--- src/rtl/core/smx_queue.sv ---
`timescale 1ns / 1ps
`default_nettype none
// ----------------------------------------------------------------------------
// smx_queue
// Two-entry queue between the front and back halves.
// ----------------------------------------------------------------------------
module smx_queue #(
  parameter int WIDTH = 48
) (
  input  wire logic             clk,
  input  wire logic             rst_n,
  input  wire logic             push,
  input  wire logic [WIDTH-1:0] push_data,
  input  wire logic             pop,
  output logic                  full,
  output logic                  empty,
  output logic [WIDTH-1:0]      pop_data
);
  logic [WIDTH-1:0] slot_r [2];
  logic             wr_ptr_r, rd_ptr_r;
  logic [1:0]       count_r, count_nxt;
  logic             do_push, do_pop;

  assign full     = (count_r == 2'd2);
  assign empty    = (count_r == 2'd0);
  assign do_push  = push && !full;
  assign do_pop   = pop && !empty;
  assign pop_data = slot_r[rd_ptr_r];

  always_comb begin
    count_nxt = count_r;
    if (do_push && !do_pop) begin
      count_nxt = count_r + 2'd1;
    end else if (do_pop && !do_push) begin
      count_nxt = count_r - 2'd1;
    end
  end

  always_ff @(posedge clk) begin
    if (do_push) begin
      slot_r[wr_ptr_r] <= push_data;
    end
  end

  always_ff @(posedge clk) begin
    if (!rst_n) begin
      wr_ptr_r <= 1'b0;
      rd_ptr_r <= 1'b0;
      count_r  <= 2'd0;
    end else begin
      if (do_push) begin
        wr_ptr_r <= !wr_ptr_r;
      end
      if (do_pop) begin
        rd_ptr_r <= !rd_ptr_r;
      end
      count_r <= count_nxt;
    end
  end
endmodule
`default_nettype wire

--- config.mk ---
export PLATFORM = sky130hd
export DESIGN_NAME = smx_queue
export DESIGN_NICKNAME = d
export VERILOG_FILES = /design/src/rtl/core/smx_queue.sv
export SDC_FILE = /design/constraint.sdc
export NUM_CORES = 1
export LEC_CHECK = 0
export BUFFER_PORTS_ARGS = -buffer_cell sky130_fd_sc_hd__buf_2
export CAP_MARGIN = 20
export CORE_MARGIN = 1.5
export CORE_UTILIZATION = 45
export DETAILED_ROUTE_END_ITERATION = 8
export PLACE_DENSITY = 0.7
export RECOVER_POWER = 50
export SYNTH_ARGS = -nofsm -noshare
export SYNTH_HDL_FRONTEND = slang
export SYNTH_SLANG_ARGS = --single-unit
--- constraint.sdc ---
create_clock -name clk -period 4.1 [get_ports clk]
set_input_delay 1.025 -clock clk [delete_from_list [all_inputs] [get_ports clk]]
set_output_delay 1.025 -clock clk [all_outputs]
set_load 0.05 [all_outputs]
## Word level (Yosys, flattened, before mapping)

Memory sizes are Yosys's and may differ from the RTL's. A register that Yosys moved wholly into a read port is not among the register bits.
Cells that the tools add are included.
Widths: inputs -> output; s select.

| operators by class | value |
|---|---|
| add/sub/neg operators | 2 |
| multipliers | 0 |
| div/mod/pow operators | 0 |
| magnitude comparators | 0 |
| eq/ne operators | 1 |
| shift-type cells | 0 |
| muxes and demuxes | 6 |
| bitwise logic cells | 0 |
| reductions and logical operators | 12 |

Operator list:

| operator | count |
|---|---|
| $logic_not 1->1 | 6 |
| $logic_and 1x1->1 | 4 |
| $mux 1 | 4 |
| $mux 2 | 2 |
| $add 2x1->2 const B | 1 |
| $eq 2x2->1 const B | 1 |
| $logic_not 2->1 | 1 |
| $reduce_bool 2->1 | 1 |
| $sub 2x1->2 const B | 1 |

| storage, ports and cells | value |
|---|---|
| bits in registers | 4 |
| latch bits | 0 |
| RAM bits | 96 |
| memory bits (read-only) | 0 |
| input port bits | 52 |
| output and inout bits | 50 |
| word-level logic and storage cells | 25 |
| memories kept | 1 |

Memories:

| memory | words | width | rd ports | clocked after memory_dff | wr ports | RTL line | RTL |
|---|---|---|---|---|---|---|---|
| slot_r | 2 | 48 | 1 | 1 | 1 | 19 | `logic [WIDTH-1:0] slot_r [2];` |

## Depth between registers and ports, before layout

| logic depth | value |
|---|---|
| word-level depth | 7 |
| depth in mapped cells | 7 |
| mapped depth without buffers | 7 |

## Least setup slack after synthesis

No wires, ideal clock.

| timing path | value |
|---|---|
| kind | input port to flip-flop |
| start | input push |
| end | memory slot_r[0][0] (enable) |
| setup time | 0.447 ns |
| data arrival time | 3.007 ns |
| required time | 3.653 ns |
| setup slack | 0.647 ns |
| stages | 2 |
| buffers on the path | 0 |
| cells stage by stage | inv_1 -> nor3_2 |

| between the ends | value |
|---|---|
| longest elaborated chain between the ends | 3 |

Ends and longest elaborated chain:

| element | RTL line | RTL |
|---|---|---|
| from (decl) | 12 | `input wire logic push,` |
| $logic_and 1x1->1 | 26 | `assign do_push = push && !full;` |
| $mux 1 | 40 | `if (do_push) begin` |
| $mux 1 (implied by the code) | 41 | `slot_r[wr_ptr_r] <= push_data;` |
| to (decl) | 19 |  |

No other way between the ends.

## Worst setup path in the final report

| timing path | value |
|---|---|
| start | input push |
| end | memory slot_r[1][24] (enable) |

The elaborated chain is that of the path after synthesis.

==> results.cfg <==
[outcome]
status = finished with violations
violations = max-capacitance violations, max-slew violations

[drt]
drtIter0Drc = 94
routed_wl_um = 6160
vias = 1894
drc_errors = 0
wire_per_inst_um = 15.7
drt_pass1_iterations = 4
postRouteAntennaNets = 0
viasPerCell = 4.83

[sta]
finClkSkew_ns = 0.0104
slew_viol_final = 28
max_freq_mhz = 312
setup_viol = 0
hold_violations = 0
worstMarginPinSlew_ns = 1.51
finalCritPeriodShare_pct = 78.2
final.min_clock_period_ns = 3.20
tns_ns = 0
rsz0062_at_grt = no
slew-limit-headroom_pct = -0.994

[synthesis]
synth_top_area_share_pct = 78.0
syn_inst = 174
yosysWarnings = 0
seq_area_frac_synth_pct = 80.7
syn_nets = 227
postSynthAreaPerCell_um2 = 21.2
synthArstFlopShare_pct = 0
synth_cell_types = 23
synth_top_area_cell = edfxtp_1
ys_top_cells_by_count = edfxtp_1, mux2_2, dfxtp_1, and2_1
synth_area_leaders = edfxtp_1, mux2_2, dfxtp_1
yosysMostFrequentCell = edfxtp_1
ys_dominant_reg_cell = edfxtp_1
synth_edf_count = 96
syn-cell-area_mm2 = 0.00370
synth_seq_cells = 101

[floorplan]
ioPinCount = 102
rows = 32
dieArea_mm2 = 0.00877
die-height_um = 93.6
die_width_um = 93.6
start_util_pct = 47.1
core_area_mm2 = 0.00785

[clock_tree]
cts_max_level = 3
clockBufferDepth = 2
ctsHoldBuffers = 0
post-cts-setup-buffers = 0
clock-sinks = 101
ctsResizeCount = 0
cts_tree = built
clk_latency_ns = 0.35
root_buffer = clkbuf_8
clk_pin_slew_ns = 0.08
cts_buffers = 9

[grt]
antenna_found_initial = 0
grt_pass1_vias = 1914
grt_max_degree = 50
grt.overflow.total = 0
track_usage_pct = 14.4
grt_pass1_wl_um = 9170

[placement]
hpwl_um = 4120
gp_congestion = 0.785
port_buffers = 101
dpl.cell_count = 376

[power_and_ir_drop]
ir_drop_mv = 0.400
power.density_mw_per_mm2 = 701
leakage_nw = 1.60

[cells_and_area]
fin_cells = 392
antennaDiodeCount = 0
final_nets = 338
drive_gt1_share_pct = 47.6
area_growth_pct = 21.1

[worst_setup_path]
required_ns = 4.05
critPathLaunchType = primary input
path_class = in -> reg
cp_max_fo = 27
worstPathArrival_ns = 3.16
worstSetupEndpointType = register
reg2reg_depth = 3

[worst_hold_path]
hp-class = reg -> reg
hold_path_depth = 2

[flow_run]
cap_violations = 1
==> worst max-delay path, cell delays in order <==
cell and delay [ns]:
clkbuf_1 0.10, and3_1 0.85, clkbuf_1 1.17
==> power by group <==
group / leakage (nW) / switching [W] / internal, W
Clock: 0.0964 / 0.000308 / 0.000298
Sequential: 0.938 / 0.0000605 / 0.00130
Combinational: 0.570 / 0.000846 / 0.000326
==> cell type report <==
class / count / area (um2)
clock buffer: 12 / 145
clock inverter: 4 / 47.5
fill: 668 / 3370
inverter: 2 / 7.51
multi-input combinational: 66 / 673
sequential: 101 / 2980
tap: 102 / 128
timing repair buffer: 105 / 493
==> per-stage QoR <==
| stage | setup WS [ns] | utilization, % | hold slack, ns | power (W) | instance area [um2] |
|---|---|---|---|---|---|
| 3_3_place_gp | 1.53 | 55.1 | 0.511 | 0.00257 | 4320 |
| 5_1_grt | 0.637 | 57.1 | 0.620 | 0.00327 | 4480 |
| 4_1_cts | 1.14 | 57.8 | 0.557 | 0.00319 | 4530 |
| 3_5_place_dp | 1.53 | 55.3 | 0.536 | 0.00258 | 4340 |
| 2_1_floorplan | 0.647 | - | 0.483 | 0.00233 | 3700 |
| 6_report | 0.896 | 57.1 | 0.557 | 0.00314 | 4480 |
==> path summary, 6_finish.rpt <==
kind	slack, ns	startpoint	endpoint
setup / recovery	0.90	push	slot_r[1][24]
hold / removal	0.56	count_r[1]	count_r[1]
setup reg to reg	1.09	count_r[0]	slot_r[1][24]
hold reg to reg	0.56	count_r[1]	count_r[1]
==> placed cells by master, fill, tap and decap left out, drive strengths merged <==
cell      count
xnor2         2
nor2          2
buf          74
or3           1
o21a          1
mux2         48
nor3          1
edfxtp       96
ha            1
a21boi        2
clkinvlp      1
dfxtp         5
xor2          1
nand2b        1
inv           2
clkbuf       43
bufinv        1
o21ai         2
and2          3
and3          1
clkinv        2
==> cells by family (layout without fill, tap and decap cells) <==
kind of cell,Yosys count,count (layout),share of synthesized area [%]
fa+ha+maj,1,1,0.338
xor+xnor,3,3,0.711
mux,48,48,14.6
compound gates,5,5,0.880
buf+inv,7,123,1.29
simple gates,9,9,1.49
flops,101,101,80.7
==> per-layer routing <==
layer	share of wire [%]	track usage, %	wire (um)	vias up
met1	44	18.7	2690	923
met5	0	0	0	-
li1	-	-	-	898
met2	48	22.5	2960	63
met3	6.6	3.90	404	10
met4	1.8	7.09	109	0
==> registers in the layout (all words and copies together), names as in the netlist, named ones only <==
| name | count |
|---|---|
| slot_r | 96 |
| count_r | 2 |
| rd_ptr_r | 1 |
| wr_ptr_r | 1 |
Power figures use the tool's default switching activity.
