==> src/rtl/core/smx_pkg.sv <==
`timescale 1ns / 1ps
`default_nettype none
// ----------------------------------------------------------------------------
// smx_pkg
// Shared types and codes for the spiral matrix scan block.
// ----------------------------------------------------------------------------
package smx_pkg;

  localparam int CFG_IDX_W  = 1;
  localparam int CFG_DATA_W = 5;

  localparam logic [CFG_IDX_W-1:0] REG_NUM_COLUMNS = 1'b0;
  localparam logic [CFG_IDX_W-1:0] REG_NUM_ROWS    = 1'b1;

  localparam logic KIND_LOAD = 1'b0;
  localparam logic KIND_EMIT = 1'b1;

  localparam logic [1:0] SIDE_TOP    = 2'd0;
  localparam logic [1:0] SIDE_RIGHT  = 2'd1;
  localparam logic [1:0] SIDE_BOTTOM = 2'd2;
  localparam logic [1:0] SIDE_LEFT   = 2'd3;

  typedef struct packed {
    logic               kind;
    logic signed [31:0] element;
  } in_item_t;

  typedef struct packed {
    logic signed [31:0] out_value;
    logic [3:0]         out_row;
    logic [3:0]         out_col;
    logic               last;
  } out_item_t;

  // per-operation control carried from front to back
  typedef struct packed {
    logic       emit;
    logic       last;
    logic [3:0] row;
    logic [3:0] col;
  } op_meta_t;

endpackage
`default_nettype wire

==> src/rtl/core/smx_front.sv <==
`timescale 1ns / 1ps
`default_nettype none
// ----------------------------------------------------------------------------
// smx_front
// Accepts transactions, keeps the load and spiral positions, issues ops.
// ----------------------------------------------------------------------------
module smx_front
  import smx_pkg::*;
#(
  parameter int MAX_DIM    = 16,
  parameter int DATA_WIDTH = 32,
  parameter int AW         = 8
) (
  input  wire logic                  clk,
  input  wire logic                  rst_n,
  input  wire logic                  accept,
  input  wire in_item_t              item,
  input  wire logic                  cfg_we,
  input  wire logic [CFG_IDX_W-1:0]  cfg_index,
  input  wire logic [CFG_DATA_W-1:0] cfg_wdata,
  output logic                       op_push,
  output op_meta_t                   op_meta,
  output logic [AW-1:0]              op_addr,
  output logic [DATA_WIDTH-1:0]      op_wdata
);
  localparam int RW    = (MAX_DIM > 1) ? $clog2(MAX_DIM) : 1;
  localparam int DW    = $clog2(MAX_DIM + 1);
  localparam int EW    = DW + 1;
  localparam int DEPTH = MAX_DIM * MAX_DIM;
  localparam int CW    = $clog2(DEPTH + 1);

  logic [DW-1:0] ncols_r, nrows_r;
  logic [RW-1:0] load_row_r, load_col_r, load_row_nxt, load_col_nxt;
  logic [RW-1:0] ring_r, ring_nxt;
  logic [1:0]    side_r, side_nxt;
  logic [RW-1:0] scan_row_r, scan_col_r, scan_row_nxt, scan_col_nxt;
  logic [CW-1:0] cnt_r, cnt_nxt;

  logic [DW-1:0] cfg_dim;
  logic [EW-1:0] top, bottom, right, srow, scol;
  logic [CW-1:0] total, cnt_inc;
  logic          is_last;
  logic          is_emit;

  // size registers take 0 as 1 and clip at the array dimension
  always_comb begin
    if (cfg_wdata == '0) begin
      cfg_dim = DW'(1);
    end else if (32'(cfg_wdata) > MAX_DIM) begin
      cfg_dim = DW'(MAX_DIM);
    end else begin
      cfg_dim = DW'(cfg_wdata);
    end
  end

  assign is_emit = (item.kind == KIND_EMIT);
  assign total   = CW'(nrows_r) * CW'(ncols_r);
  assign cnt_inc = cnt_r + CW'(1);
  assign is_last = (cnt_inc >= total);

  assign top    = EW'(ring_r);
  assign bottom = EW'(nrows_r) - EW'(1) - EW'(ring_r);
  assign right  = EW'(ncols_r) - EW'(1) - EW'(ring_r);
  assign srow   = EW'(scan_row_r);
  assign scol   = EW'(scan_col_r);

  // row-major load position
  always_comb begin
    load_row_nxt = load_row_r;
    load_col_nxt = load_col_r + RW'(1);
    if (EW'(load_col_r) + EW'(1) >= EW'(ncols_r)) begin
      load_col_nxt = '0;
      if (EW'(load_row_r) + EW'(1) >= EW'(nrows_r)) begin
        load_row_nxt = '0;
      end else begin
        load_row_nxt = load_row_r + RW'(1);
      end
    end
  end

  // clockwise walk: step along the side, turn the corner, drop a ring or restart after the last
  always_comb begin
    ring_nxt     = ring_r;
    side_nxt     = side_r;
    scan_row_nxt = scan_row_r;
    scan_col_nxt = scan_col_r;
    cnt_nxt      = cnt_inc;
    if (is_last) begin
      ring_nxt     = '0;
      side_nxt     = SIDE_TOP;
      scan_row_nxt = '0;
      scan_col_nxt = '0;
      cnt_nxt      = '0;
    end else begin
      unique case (side_r)
        SIDE_TOP: begin
          if (scol < right) begin
            scan_col_nxt = scan_col_r + RW'(1);
          end else if (bottom > top) begin
            side_nxt     = SIDE_RIGHT;
            scan_row_nxt = RW'(top + EW'(1));
            scan_col_nxt = RW'(right);
          end else begin
            ring_nxt     = ring_r + RW'(1);
            side_nxt     = SIDE_TOP;
            scan_row_nxt = ring_r + RW'(1);
            scan_col_nxt = ring_r + RW'(1);
          end
        end
        SIDE_RIGHT: begin
          if (srow < bottom) begin
            scan_row_nxt = scan_row_r + RW'(1);
          end else if (right > top) begin
            side_nxt     = SIDE_BOTTOM;
            scan_row_nxt = RW'(bottom);
            scan_col_nxt = RW'(right - EW'(1));
          end else begin
            ring_nxt     = ring_r + RW'(1);
            side_nxt     = SIDE_TOP;
            scan_row_nxt = ring_r + RW'(1);
            scan_col_nxt = ring_r + RW'(1);
          end
        end
        SIDE_BOTTOM: begin
          if (scol > top) begin
            scan_col_nxt = scan_col_r - RW'(1);
          end else if (bottom > top + EW'(1)) begin
            side_nxt     = SIDE_LEFT;
            scan_row_nxt = RW'(bottom - EW'(1));
            scan_col_nxt = RW'(top);
          end else begin
            ring_nxt     = ring_r + RW'(1);
            side_nxt     = SIDE_TOP;
            scan_row_nxt = ring_r + RW'(1);
            scan_col_nxt = ring_r + RW'(1);
          end
        end
        SIDE_LEFT: begin
          if (srow > top + EW'(1)) begin
            scan_row_nxt = scan_row_r - RW'(1);
          end else begin
            ring_nxt     = ring_r + RW'(1);
            side_nxt     = SIDE_TOP;
            scan_row_nxt = ring_r + RW'(1);
            scan_col_nxt = ring_r + RW'(1);
          end
        end
        default: begin
          side_nxt = side_r;
        end
      endcase
    end
  end

  always_ff @(posedge clk) begin
    if (!rst_n) begin
      ncols_r    <= DW'(1);
      nrows_r    <= DW'(1);
      load_row_r <= '0;
      load_col_r <= '0;
      ring_r     <= '0;
      side_r     <= SIDE_TOP;
      scan_row_r <= '0;
      scan_col_r <= '0;
      cnt_r      <= '0;
    end else if (cfg_we) begin
      // a size change restarts both positions, stored data is kept
      unique case (cfg_index)
        REG_NUM_COLUMNS: ncols_r <= cfg_dim;
        REG_NUM_ROWS:    nrows_r <= cfg_dim;
        default:         ncols_r <= ncols_r;
      endcase
      load_row_r <= '0;
      load_col_r <= '0;
      ring_r     <= '0;
      side_r     <= SIDE_TOP;
      scan_row_r <= '0;
      scan_col_r <= '0;
      cnt_r      <= '0;
    end else if (accept) begin
      if (is_emit) begin
        ring_r     <= ring_nxt;
        side_r     <= side_nxt;
        scan_row_r <= scan_row_nxt;
        scan_col_r <= scan_col_nxt;
        cnt_r      <= cnt_nxt;
      end else begin
        load_row_r <= load_row_nxt;
        load_col_r <= load_col_nxt;
      end
    end
  end

  always_comb begin
    op_push       = accept;
    op_meta.emit  = is_emit;
    op_meta.last  = is_last;
    op_meta.row   = 4'(scan_row_r);
    op_meta.col   = 4'(scan_col_r);
    op_wdata      = DATA_WIDTH'(item.element);
    if (is_emit) begin
      op_addr = AW'(AW'(scan_row_r) * AW'(MAX_DIM) + AW'(scan_col_r));
    end else begin
      op_addr = AW'(AW'(load_row_r) * AW'(MAX_DIM) + AW'(load_col_r));
    end
  end
endmodule
`default_nettype wire

==> config.mk <==
export PLATFORM = sky130hd
export DESIGN_NAME = smx_front
export DESIGN_NICKNAME = d
export VERILOG_FILES = /design/src/rtl/core/smx_pkg.sv /design/src/rtl/core/smx_front.sv
export SDC_FILE = /design/constraint.sdc
export NUM_CORES = 1
export LEC_CHECK = 0
export BUFFER_PORTS_ARGS = -buffer_cell sky130_fd_sc_hd__buf_4
export CORE_ASPECT_RATIO = 0.5
export CORE_MARGIN = 3
export CORE_UTILIZATION = 52
export CTS_CLUSTER_SIZE = 8
export DETAILED_ROUTE_END_ITERATION = 16
export PLACE_DENSITY = 0.78
export SYNTH_ARGS = -nofsm -noshare
export SYNTH_HDL_FRONTEND = slang
export SYNTH_SLANG_ARGS = --single-unit
==> constraint.sdc <==
create_clock -name clk -period 4.98 [get_ports clk]
set_clock_uncertainty 0.05 [all_clocks]
set_input_delay 0.249 -clock clk [delete_from_list [all_inputs] [get_ports clk]]
set_output_delay 0.249 -clock clk [all_outputs]
set_load 0.005 [all_outputs]
# Word-level counts from Yosys, hierarchy flattened
# Cells that the tools add are included.
totals:
  mem_bits_ro: 0
  ff_bits: 41
  mem_bits_rw: 0
  output_inout_bits: 51
  in_bits: 43
  latch_bits: 0
  mem_count: 0
classes:
  n_addsub: 19
  order_cmp: 11
  n_reduce_logical: 12
  mul: 1
  n_eq_ne: 9
  div: 0
  shift: 0
  n_mux: 40
  n_bitwise: 3
ops:
  columns: ["op", "n"]
  rows:
  - ["2-to-1 mux 4 bit", 24]
  - ["case mux 4 bit (4 select lines)", 3]
  - ["adder 4 x 1 -> 4 bit (second input constant)", 5]
  - ["!= test 3 bit (second input constant)", 6]
  - ["adder 8 x 4 -> 8 bit", 2]
  - ["subtractor 4 x 1 -> 4 bit (second input constant)", 4]
  - ["adder 4 x 1 -> 5 bit (second input constant)", 3]
  - ["2-to-1 mux 2 bit", 7]
  - ["> comparator 6 x 4 -> 1 bit", 2]
  - ["< comparator 4 x 6 -> 1 bit", 2]
  - ["subtractor 5 x 1 -> 6 bit (second input constant)", 2]
  - ["subtractor 6 x 4 -> 6 bit", 2]
  - [">= comparator 5 bit", 2]
  - ["2-to-1 mux 5 bit", 2]
  - ["adder 9 x 1 -> 9 bit (second input constant)", 1]
  - [">= comparator 9 bit", 1]
  - ["multiplier 5 x 5 -> 9 bit", 1]
  - ["2-to-1 mux 9 bit", 1]
  - ["2-to-1 mux 8 bit", 1]
  - ["case mux 2 bit (4 select lines)", 1]
  - ["AND reduction 2 bit", 4]
  - ["AND reduction 4 bit", 2]
  - ["AND reduction 8 bit", 1]
  - ["> comparator 6 x 5 -> 1 bit", 1]
  - ["other kinds (12)", 15]

# Depth between registers and ports, before layout
logic_depth:
  word_depth: 7
  mapped_depth: 22
  ltp_nobuf: 22

# Worst setup path after synthesis
# No wires, ideal clock.
synth_timing:
  kind: "register -> register"
  start: "register nrows_r[0]"
  end: "register ring_r[0]"
  required_time_ns: 4.814
  synth_period_minus_slack_ns: 4.683
  slack_ns: 0.297
  stages_incl_launch_ff: 20
  path_buffers: 0
  setup_time_ns: 0.116
  arrival_time_ns: 4.517
  path_cell_list: "dfxtp_1 > nand2_1 > fa_1 > fa_1 > fa_1 > inv_1 > ha_1 > a21oi_1 > nor2_1 > nor2_1 > o21bai_1 > a21oi_1 > xnor2_1 > ha_1 > a21oi_1 > o21a_1 > a31o_2 > and4bb_2 > and3_1 > a31o_2"
synth_via:
  elab_chain_len: 7
synth_rtl:
  columns: ["element", "line", "rtl"]
  rows:
  - ["start, declared", "smx_front.sv:32", "logic [DW-1:0] ncols_r, nrows_r;"]
  - ["start signal, assigned", "smx_front.sv:170", "REG_NUM_ROWS: nrows_r <= cfg_dim;"]
  - ["subtractor 5 x 1 -> 6 bit", "smx_front.sv:62", "assign bottom = EW'(nrows_r) - EW'(1) - EW'(ring_r);"]
  - ["subtractor 6 x 4 -> 6 bit", "smx_front.sv:62", null]
  - ["> comparator 6 x 5 -> 1 bit", "smx_front.sv:127", "end else if (bottom > top + EW'(1)) begin"]
  - ["2-to-1 mux 4 bit (2 in series)", null, null]
  - ["case mux 4 bit (4 select lines)", null, null]
  - ["2-to-1 mux 4 bit", "smx_front.sv:88", "if (is_last) begin"]
  - ["end signal, assigned", "smx_front.sv:182", "ring_r <= ring_nxt;"]
  - ["end, declared", "smx_front.sv:34", "logic [RW-1:0] ring_r, ring_nxt;"]
# Parallel ways exist; a longest one is shown, timed or not. The select of a mux whose other input is x is not followed.
# A chain may end at the register's enable or synchronous reset.

==> flow_metrics.tcl <==
set metrics [dict create \
    grt_max_degree 24 \
    timing.max_cap.violations 0 \
    worstReg2RegEnd "ring_r[1]" \
    ant_nets 0 \
    regToRegSetupSlack_ps 240 \
    wl_per_cell_microns 16.9 \
    cts_sinks 41 \
    nets 776 \
    antenna_found_initial 0 \
    holdPathStages 2 \
    cp-start-kind "register" \
    clkLatencyLatePin_ps 290 \
    track_usage_pct 23.0 \
    grt_pass1_wl_mm 21.2 \
    ir_worst_vdd_v 0.000165 \
    hpwl_mm 9.99 \
    yosysTopAreaCell "ha_1" \
    die-area_sq_um 11100 \
    dr_wl_met2_mm 5.82 \
    finalCriticalPeriod_ps 4770 \
    slew_violations 0 \
    worstSetupEndpointType "output pin" \
    worstSetupPathType "reg2out" \
    cts.path.max_buffers 2 \
    drc 0 \
    grt_pass1_vias 4228 \
    fin_area_sq_um 5440 \
    initial_core_util_pct 55.9 \
    rows 24 \
    grt-ovfl-total 0 \
    ios 94 \
    drt-total-wl_mm 13.1 \
    synth_area_leaders "ha_1 20%, dfxtp_1 16%, buf_4 5.1%, a21oi_1 5.0%, xnor2_1 4.8%" \
    final_common_cell "ha_1" \
    period_share_pct 95.8 \
    power_uw 1030 \
    area_delta_synth_final_pct 6.59 \
    wl_met1_mm 5.88 \
    synth_edf_count 0 \
    n_antenna_cell 0 \
    final_cell_mix "80 x ha_1, 50 x inv_1, 49 x nand2_1, 49 x a21oi_1, 48 x nor2_1" \
    synth_ff_type "dfxtp_1" \
    highest_layer "met4" \
    crit_required_ps 4680 \
    async_reset_ff_share_pct 0 \
    fillerInstances 841 \
    tightest_slew_ps 954 \
    fp.dieH_microns 76.1 \
    seq_area_frac_synth_pct 16.1 \
    finalSetupViolCount 0 \
    clkTransAtPathRegs_ps 60 \
    vias 4650 \
    status "finished, final reports clean" \
    firstDrtPassIters 6 \
    layout-drive-gt1-share_pct 12.9 \
    cts_tree "built" \
    power.leakage_uw 0.00240 \
    timing.fmax_mhz 210 \
    ys_types 61 \
    syn_nets 779 \
    dpl_cell_area_sq_um 5210 \
    multiInputGateArea_sq_um 3790 \
    relSlewSlack_pct 36.4 \
    die_w_microns 146 \
    hold_class "in2reg" \
    hp-start "rst_n" \
    seq_area_sq_um 826 \
    synthesis.area_sq_um 5110 \
    syn_area_per_cell_sq_um 7.92 \
    worstPathArrival_ps 4470 \
    post_drt_via_cell_ratio 6.02 \
    synth.ff_latch_count 41 \
    reg2reg_depth 19 \
    numCtsBuffers 5 \
    drtIter0Drc 611 \
    cp_max_fo 8 \
    crit_start "ncols_r[4]" \
    postCtsHoldBufs 0 \
    core-area_sq_um 9130 \
    finalWeightedCongestion 0.964 \
    hold_violations 0 \
    yosysWarnings 0 \
    met3_length_mm 1.09 \
    synth_top_area_share_pct 19.8 \
    cts_max_level 2 \
    port_buffers 29 \
    root_buffer "clkbuf_16" \
    powerDensity_nw_per_um2 188 \
    min_to "ncols_r[0]" \
    reg2reg_from "ncols_r[4]" \
    syn_inst 645 \
]
metal layers:
layer	global-route usage, %	up-vias
li1	-	2240
met1	31.6	2179
met2	35.6	182
met3	5.23	49
met4	7.41	0
met5	0	-
stage by stage:
stage,cells,worst slack [ps],setup TNS [ps],util (%),hold slack [ps]
final,773,211,0,59.6,151
after global routing,773,-19.1,-33.4,59.6,166
after CTS,769,16.2,0,58.7,149
after detailed placement,761,-4.02,-4.02,57.1,414
after global placement,761,70.6,0,57.1,405
after floorplan,645,297,0,-,355
sequential cells by signal (all words and copies together), names as in the netlist:
| signal | flops |
|---|---|
| cnt_r | 9 |
| nrows_r | 5 |
| ncols_r | 5 |
| ring_r | 4 |
| scan_col_r | 4 |
| load_col_r | 4 |
| load_row_r | 4 |
| side_r | 2 |
| scan_row_r | 4 |
worst max path at each step:
stage	end	slack, ps	cells past startpoint
final	op_meta[8]	210	18
after global routing	op_meta[8]	-20	18
after CTS	op_meta[8]	20	18
after detailed placement	ring_r[1]	-4	19
after global placement	ring_r[1]	70	19
after floorplan	ring_r[0]	300	19
synthesized netlist by cell type (all sizes together), types with 8 or more instances:
cell type / number
inv: 51
xnor2: 28
and3: 12
clkbuf: 12
fa: 10
nor2: 52
nand3: 24
mux2i: 8
o21ai: 32
xor2: 13
nand2b: 8
buf: 38
ha: 81
a21oi: 52
nand2: 49
mux2: 9
nor3: 12
nor2b: 16
dfxtp: 41
worst max-delay path: stages (launching register included):
cell,delay (ps)
dfxtp_4,360
nand2_1,70
fa_1,560
fa_1,440
fa_1,560
inv_1,70
ha_4,250
a21oi_2,130
nor2_1,60
nor2_2,140
o21bai_1,70
a21oi_1,150
xnor2_1,100
ha_1,330
a21oi_2,140
o21a_2,230
clkinvlp_4,200
buf_6,180
buf_4,130
report_power, final:
part | total (uW) | switching (uW) | internal [uW]
clock network | 344 | 155 | 189
registers | 340 | 7.88 | 332
logic | 342 | 200 | 142
repair_timing:
item,4_1_cts,5_1_grt
endpoints found under the setup margin,3,21
gates resized for setup,1,11
pin swaps,0,3
setup buffers,0,4
cell type report:
cell class | count | area share, %
clock buffer | 5 | 2.30
sequential | 41 | 15.2
multi-input combinational | 503 | 69.7
tap | 130 | 2.99
timing repair buffer | 40 | 5.81
inverter | 51 | 3.59
clock inverter | 3 | 0.460
logic make-up after synthesis:
kind of cell,after synthesis,share of synthesized area (%)
AOI/OAI and AO/OA,160,20.9
xor gates and xnor gates,41,7.03
adders and majority gates,91,23.8
buffers and inverters,101,10.2
DFF,41,16.1
muxes,17,3.55
and+or+nand+nor,194,18.4
Note: power is estimated with default switching activity, not from simulation.
